## src/hdl/sm4_pkg.sv

```systemverilog
// SM4 package: S-box, system parameters and round constant helper.
package sm4_pkg;

    localparam int unsigned ROUND_COUNT = 32;
    localparam int unsigned ROUND_IDX_W = $clog2(ROUND_COUNT);

    localparam logic [31:0] FK0 = 32'ha3b1bac6;
    localparam logic [31:0] FK1 = 32'h56aa3350;
    localparam logic [31:0] FK2 = 32'h677d9197;
    localparam logic [31:0] FK3 = 32'hb27022dc;

    localparam logic [7:0] SBOX [256] = '{
        8'hd6,8'h90,8'he9,8'hfe,8'hcc,8'he1,8'h3d,8'hb7,8'h16,8'hb6,8'h14,8'hc2,8'h28,8'hfb,8'h2c,8'h05,
        8'h2b,8'h67,8'h9a,8'h76,8'h2a,8'hbe,8'h04,8'hc3,8'haa,8'h44,8'h13,8'h26,8'h49,8'h86,8'h06,8'h99,
        8'h9c,8'h42,8'h50,8'hf4,8'h91,8'hef,8'h98,8'h7a,8'h33,8'h54,8'h0b,8'h43,8'hed,8'hcf,8'hac,8'h62,
        8'he4,8'hb3,8'h1c,8'ha9,8'hc9,8'h08,8'he8,8'h95,8'h80,8'hdf,8'h94,8'hfa,8'h75,8'h8f,8'h3f,8'ha6,
        8'h47,8'h07,8'ha7,8'hfc,8'hf3,8'h73,8'h17,8'hba,8'h83,8'h59,8'h3c,8'h19,8'he6,8'h85,8'h4f,8'ha8,
        8'h68,8'h6b,8'h81,8'hb2,8'h71,8'h64,8'hda,8'h8b,8'hf8,8'heb,8'h0f,8'h4b,8'h70,8'h56,8'h9d,8'h35,
        8'h1e,8'h24,8'h0e,8'h5e,8'h63,8'h58,8'hd1,8'ha2,8'h25,8'h22,8'h7c,8'h3b,8'h01,8'h21,8'h78,8'h87,
        8'hd4,8'h00,8'h46,8'h57,8'h9f,8'hd3,8'h27,8'h52,8'h4c,8'h36,8'h02,8'he7,8'ha0,8'hc4,8'hc8,8'h9e,
        8'hea,8'hbf,8'h8a,8'hd2,8'h40,8'hc7,8'h38,8'hb5,8'ha3,8'hf7,8'hf2,8'hce,8'hf9,8'h61,8'h15,8'ha1,
        8'he0,8'hae,8'h5d,8'ha4,8'h9b,8'h34,8'h1a,8'h55,8'had,8'h93,8'h32,8'h30,8'hf5,8'h8c,8'hb1,8'he3,
        8'h1d,8'hf6,8'he2,8'h2e,8'h82,8'h66,8'hca,8'h60,8'hc0,8'h29,8'h23,8'hab,8'h0d,8'h53,8'h4e,8'h6f,
        8'hd5,8'hdb,8'h37,8'h45,8'hde,8'hfd,8'h8e,8'h2f,8'h03,8'hff,8'h6a,8'h72,8'h6d,8'h6c,8'h5b,8'h51,
        8'h8d,8'h1b,8'haf,8'h92,8'hbb,8'hdd,8'hbc,8'h7f,8'h11,8'hd9,8'h5c,8'h41,8'h1f,8'h10,8'h5a,8'hd8,
        8'h0a,8'hc1,8'h31,8'h88,8'ha5,8'hcd,8'h7b,8'hbd,8'h2d,8'h74,8'hd0,8'h12,8'hb8,8'he5,8'hb4,8'hb0,
        8'h89,8'h69,8'h97,8'h4a,8'h0c,8'h96,8'h77,8'h7e,8'h65,8'hb9,8'hf1,8'h09,8'hc5,8'h6e,8'hc6,8'h84,
        8'h18,8'hf0,8'h7d,8'hec,8'h3a,8'hdc,8'h4d,8'h20,8'h79,8'hee,8'h5f,8'h3e,8'hd7,8'hcb,8'h39,8'h48
    };

    typedef logic [31:0] word_t;
    typedef logic [ROUND_IDX_W-1:0] round_idx_t;

    typedef enum logic {
        MIX_DATA = 1'b0,
        MIX_KEY  = 1'b1
    } mix_sel_t;

    function automatic word_t ck_word(input round_idx_t idx);
        logic [9:0] pos;
        word_t      w;
        w = '0;
        for (int j = 0; j < 4; j++) begin
            pos = 10'({idx, 2'(j)}) * 10'd7;
            w[31-8*j -: 8] = pos[7:0];
        end
        return w;
    endfunction

endpackage

```

## src/hdl/sm4_round.sv

```systemverilog
// SM4 shared round function: S-box layer and linear mix for data or key schedule.
module sm4_round
    import sm4_pkg::*;
(
    input  word_t    w0,
    input  word_t    w1,
    input  word_t    w2,
    input  word_t    w3,
    input  word_t    rk,
    input  mix_sel_t mix_sel,
    output word_t    nw
);

    word_t t;
    word_t s;
    word_t m;

    assign t = w1 ^ w2 ^ w3 ^ rk;

    always_comb begin
        for (int b = 0; b < 4; b++) begin
            s[8*b +: 8] = SBOX[t[8*b +: 8]];
        end
    end

    always_comb begin
        unique case (mix_sel)
            MIX_KEY: m = s ^ {s[18:0], s[31:19]} ^ {s[8:0], s[31:9]};
            MIX_DATA: m = s ^ {s[29:0], s[31:30]} ^ {s[21:0], s[31:22]}
                        ^ {s[13:0], s[31:14]} ^ {s[7:0], s[31:8]};
            default: m = s;
        endcase
    end

    assign nw = w0 ^ m;

endmodule

```

## src/hdl/sm4_block_encrypt.sv

```systemverilog
// SM4 block encryption top level: key registers, key schedule, round sequencer.
//
//   channel | direction | payload (low bits first)
//   s_      | in        | plain_high[63:0], plain_low[127:64]
//   m_      | out       | cipher_high[63:0], cipher_low[127:64]
//   APB     | in        | key_high at 0x0, key_low at 0x8
//
// A block is loaded and then runs its 32 rounds through one shared round unit.
// After reset, and after each key write, the key schedule loads the key and runs on the
// same round unit, writing the 32-entry round key file; s_tready stays low meanwhile.
// A finished block sits in the output register; the next block is accepted, and
// its last round holds until the output register is free.
module sm4_block_encrypt
    import sm4_pkg::*;
(
    input  logic         aclk,
    input  logic         aresetn,
    input  logic         s_tvalid,
    output logic         s_tready,
    input  logic [127:0] s_tdata,   // plain_high[63:0], plain_low[127:64]
    output logic         m_tvalid,
    input  logic         m_tready,
    output logic [127:0] m_tdata,   // cipher_high[63:0], cipher_low[127:64]
    input  logic         psel,
    input  logic         penable,
    input  logic         pwrite,
    input  logic [3:0]   paddr,
    input  logic [63:0]  pwdata,
    output logic [63:0]  prdata,
    output logic         pready
);

    typedef enum logic [1:0] {
        ST_KLOAD,
        ST_KEXP,
        ST_IDLE,
        ST_ENC
    } state_t;

    localparam round_idx_t LAST_ROUND = round_idx_t'(ROUND_COUNT - 1);

    state_t       state_reg, state_next;
    round_idx_t   cnt_reg, cnt_next;
    word_t        work_reg [4];
    word_t        work_next [4];
    word_t        rk_reg [ROUND_COUNT];
    logic [63:0]  key_high_reg, key_low_reg;
    logic         m_valid_reg, m_valid_next;
    logic [127:0] m_data_reg, m_data_next;
    logic         rk_we;
    logic         key_write;
    logic         out_free;
    word_t        round_key;
    word_t        nw;
    mix_sel_t     mix_sel;

    assign pready    = 1'b1;
    assign key_write = psel & penable & pwrite & pready;
    assign prdata    = paddr[3] ? key_low_reg : key_high_reg;
    assign s_tready  = (state_reg == ST_IDLE) && !key_write;
    assign m_tvalid  = m_valid_reg;
    assign m_tdata   = m_data_reg;
    assign out_free  = !m_valid_reg || m_tready;

    assign mix_sel   = (state_reg == ST_KEXP) ? MIX_KEY : MIX_DATA;
    assign round_key = (state_reg == ST_KEXP) ? ck_word(cnt_reg) : rk_reg[cnt_reg];

    sm4_round u_round (
        .w0      (work_reg[0]),
        .w1      (work_reg[1]),
        .w2      (work_reg[2]),
        .w3      (work_reg[3]),
        .rk      (round_key),
        .mix_sel (mix_sel),
        .nw      (nw)
    );

    always_comb begin
        state_next   = state_reg;
        cnt_next     = cnt_reg;
        work_next    = work_reg;
        m_valid_next = m_valid_reg && !m_tready;
        m_data_next  = m_data_reg;
        rk_we        = 1'b0;
        unique case (state_reg)
            ST_KLOAD: begin
                work_next[0] = key_high_reg[63:32] ^ FK0;
                work_next[1] = key_high_reg[31:0]  ^ FK1;
                work_next[2] = key_low_reg[63:32]  ^ FK2;
                work_next[3] = key_low_reg[31:0]   ^ FK3;
                cnt_next     = '0;
                state_next   = ST_KEXP;
            end
            ST_KEXP: begin
                work_next = '{work_reg[1], work_reg[2], work_reg[3], nw};
                rk_we     = 1'b1;
                cnt_next  = cnt_reg + 1'b1;
                if (cnt_reg == LAST_ROUND) begin
                    state_next = ST_IDLE;
                end
            end
            ST_IDLE: begin
                if (s_tvalid && s_tready) begin
                    work_next[0] = s_tdata[63:32];
                    work_next[1] = s_tdata[31:0];
                    work_next[2] = s_tdata[127:96];
                    work_next[3] = s_tdata[95:64];
                    cnt_next     = '0;
                    state_next   = ST_ENC;
                end
            end
            ST_ENC: begin
                if (cnt_reg != LAST_ROUND) begin
                    work_next = '{work_reg[1], work_reg[2], work_reg[3], nw};
                    cnt_next  = cnt_reg + 1'b1;
                end else if (out_free) begin
                    m_valid_next = 1'b1;
                    m_data_next  = {work_reg[2], work_reg[1], nw, work_reg[3]};
                    state_next   = ST_IDLE;
                end
            end
            default: state_next = ST_KLOAD;
        endcase
        if (key_write) begin
            state_next = ST_KLOAD;
        end
    end

    always_ff @(posedge aclk) begin
        if (!aresetn) begin
            state_reg    <= ST_KLOAD;
            cnt_reg      <= '0;
            m_valid_reg  <= 1'b0;
            key_high_reg <= '0;
            key_low_reg  <= '0;
        end else begin
            state_reg   <= state_next;
            cnt_reg     <= cnt_next;
            m_valid_reg <= m_valid_next;
            if (key_write) begin
                if (paddr[3]) begin
                    key_low_reg <= pwdata;
                end else begin
                    key_high_reg <= pwdata;
                end
            end
        end
        work_reg   <= work_next;
        m_data_reg <= m_data_next;
        if (rk_we) begin
            rk_reg[cnt_reg] <= nw;
        end
    end

endmodule
```

## config.mk

```make
export PLATFORM = sky130hd
export DESIGN_NAME = sm4_block_encrypt
export DESIGN_NICKNAME = d
export VERILOG_FILES = /design/src/hdl/sm4_pkg.sv /design/src/hdl/sm4_round.sv /design/src/hdl/sm4_block_encrypt.sv
export SDC_FILE = /design/constraint.sdc
export NUM_CORES = 2
export LEC_CHECK = 0
export BUFFER_PORTS_ARGS = -buffer_cell sky130_fd_sc_hd__buf_2
export CORE_MARGIN = 2
export CORE_UTILIZATION = 30
export CTS_CLUSTER_DIAMETER = 200
export DETAILED_ROUTE_END_ITERATION = 16
export PLACE_DENSITY_LB_ADDON = 0.1
export SLEW_MARGIN = 25
export SYNTH_ARGS = -nofsm -noshare
export SYNTH_HDL_FRONTEND = slang
export SYNTH_SLANG_ARGS = --single-unit
```

## constraint.sdc

```tcl
create_clock -name aclk -period 33 [get_ports aclk]
set_clock_uncertainty 0.15 [all_clocks]
set_input_delay 6.6 -clock aclk [delete_from_list [all_inputs] [get_ports aclk]]
set_output_delay 6.6 -clock aclk [all_outputs]
set_load 0.05 [all_outputs]
```

==> run_results.csv <==
group,metric,value,unit
run_status,outcome,"finished clean",
global_routing,gr-total-overflow,0,
logic_synthesis,synthArstFlopShare,0,
floorplan,core-area,243000,sq um
drt,drt-total-wl,326000,um
layout,layout.cells.non_filler,9673,
drt,wl_per_cell,33.7,um
worst_setup_path,r2r_setup_slack,22.63,ns
timing,post-route-min-period,15.18,ns
worst_setup_path,critical_path_class,"input port to output port",
logic_synthesis,synth_compound_area_frac,0.151,
drt,first_pass_iters,7,
clock_tree,cts.hold.buffers_added,0,
drt,vias,56029,
clock_tree,cts.htree.levels,4,
worst_setup_path,cp.arrival,8.43,ns
floorplan,dieArea,249000,sq um
placed_design,port_buffers,393,
worst_setup_path,critPathCaptureType,"output port",
timing,period_share,0.460,
layout,nFillCells,23995,
timing,final_hold_viol_count,0,
timing,fin_setup_tns,0,ns
clock_tree,clockBufferDepth,3,
logic_synthesis,ys_top_cells_by_count,"1,280 x edfxtp_1, 698 x nand2_1, 424 x mux2i_1",
logic_synthesis,synthMuxAreaShare,0.117,
logic_synthesis,synth.top_cell.area_share,0.523,
global_routing,antenna_found_initial,42,
drt,drc,0,
floorplan,die_y,499,um
timing,fmax,65.9,MHz
flow_run,maxCapViolCount,0,
placed_design,place_inst,9354,
drt,avgViaCountPerCell,5.79,
logic_synthesis,yosysMostFrequentCell,"edfxtp_1",
logic_synthesis,ys_warn_count,0,
layout,largest_reg_flops,1024,
drt,ant_nets,0,
clock_tree,clock-root-buffer,"clkbuf_16",
logic_synthesis,synthesis.area,73500,sq um
layout,nets,6581,
worst_hold_path,hp-class,"flip-flop to flip-flop",
global_routing,grt_pass1_wl,450000,um
worst_setup_path,worst_setup_path_start_kind,"input port",
clock_tree,cts.sinks,1421,
floorplan,io_pins,398,
clock_tree,cts_resized,0,
logic_synthesis,synth_area_leader_cell,"edfxtp_1",
logic_synthesis,ys_types,119,
timing,relSlewSlack,0.231,
floorplan,dieWidth,499,um
drt,drt_iter0_drc,6367,
clock_tree,clkTransAtPathRegs,0.06,ns
timing,report.final.setup_viol,0,
logic_synthesis,synth_cells,6010,
clock_tree,post_cts_buffers,0,
worst_setup_path,cp_data_required_time,26.25,ns
logic_synthesis,synth_seq_area_share,0.561,
logic_synthesis,synthSimpleGateAreaFrac,0.0844,
layout,drive_above_1_share,0.202,
floorplan,rows,181,
logic_synthesis,synth_adder_area_share,0.0106,
floorplan,initial_core_util,0.302,
worst_setup_path,crit_fanout,41,
timing,rsz0062_at_grt,"false",
logic_synthesis,synth_top_family_by_area,"compound AO/OA/AOI/OAI gates",
logic_synthesis,synth_nets,6271,
timing,worst_slew_pin_slew,1.15,ns
logic_synthesis,avgSynthCellArea,12.2,sq um
logic_synthesis,ys_ff_latch,1421,
global_routing,grtUsageTotal,0.254,
logic_synthesis,synth_area_leaders,"edfxtp_1 52%, mux2i_1 5.8%, dfxtp_1 3.8%",
global_routing,first_global_vias,54152,
logic_synthesis,synthXorXnorAreaFrac,0.0389,
global_routing,grt_max_degree,118,
clock_tree,cts_buffers,166,
placed_design,gp_congestion,0.948,
logic_synthesis,synth_ff_type,"edfxtp_1",
timing,drv_slew,0,
layout,area_growth,15.5,%
clock_tree,insertion_delay,0.85,ns
placed_design,dp_hpwl,213000,um
timing,whs,0.323,ns
logic_synthesis,synth_edf_count,1280,
clock_tree,cts_tree,"yes",
-- area by class of cell --
cell class	instances	area, sq um	share of cell area
well taps	3202	4010	0.0472
diodes	14	35.0	0.000412
clock inverters	81	795	0.00935
multi-input cells	4057	30500	0.358
flip-flops and latches	1421	41300	0.486
inverters	48	185	0.00218
clock buffers	224	4420	0.0521
repair buffers	626	3780	0.0445
-- logic make-up (layout without fill, tap and decap cells) --
family                     Yosys count  count (layout)
AOI/OAI and AO/OA                 1599            1599
adders and majority gates           58              58
xor gates and xnor gates           281             281
muxes                              684             684
buffers and inverters              532             979
and+or+nand+nor                   1434            1434
DFF                               1421            1421
other                                1              15
-- metal layers --
layer	up-vias	wire length, um	global-route usage
li1	23866	-	-
met1	29043	143000	0.354
met2	2619	151000	0.404
met3	479	22900	0.0454
met4	22	9460	0.0700
met5	-	126	0
-- placed cells by master, fill, tap and decap left out, drive strengths merged, types with 73 or more instances in the layout --
cell type  instances
clkbuf           224
nand2            703
a21oi            279
xnor2            155
mux2             134
nand3            117
o211ai            73
xor2             107
edfxtp          1280
a22oi            148
nor2             351
mux4             124
buf              626
dfxtp            141
o21ai            342
a21boi           138
nor3             108
mux2i            426
-- worst max-delay path, cell delays in order --
cell and delay [ns]:
buf_4 0.46, buf_4 0.65, mux2_2 0.41, buf_2 0.22
-- through the flow --
stage | util | cell area, sq um | setup WS, ns
detailed placement | 0.327 | 79700 | 17.82
global route | 0.349 | 84900 | 17.78
floorplan | - | 73500 | 16.15
global placement | 0.327 | 79600 | 17.81
CTS | 0.349 | 84900 | 17.81
finish | 0.349 | 85000 | 17.82
-- worst paths after layout --
path                            depth (start not counted)              startpoint                  endpoint
worst max-delay path                                    4                paddr[3]                prdata[35]
worst min-delay path                                    0  work_reg[74]$_DFFE_PP_     m_tdata[74]$_DFFE_PP_
worst max register to register                         20               flip-flop  rk_reg[12][16]$_DFFE_PP_
worst min register to register                          0  work_reg[74]$_DFFE_PP_     m_tdata[74]$_DFFE_PP_
Power is not shown: default switching activity piles up to over one toggle a cycle in this logic, so the estimate is an artifact.
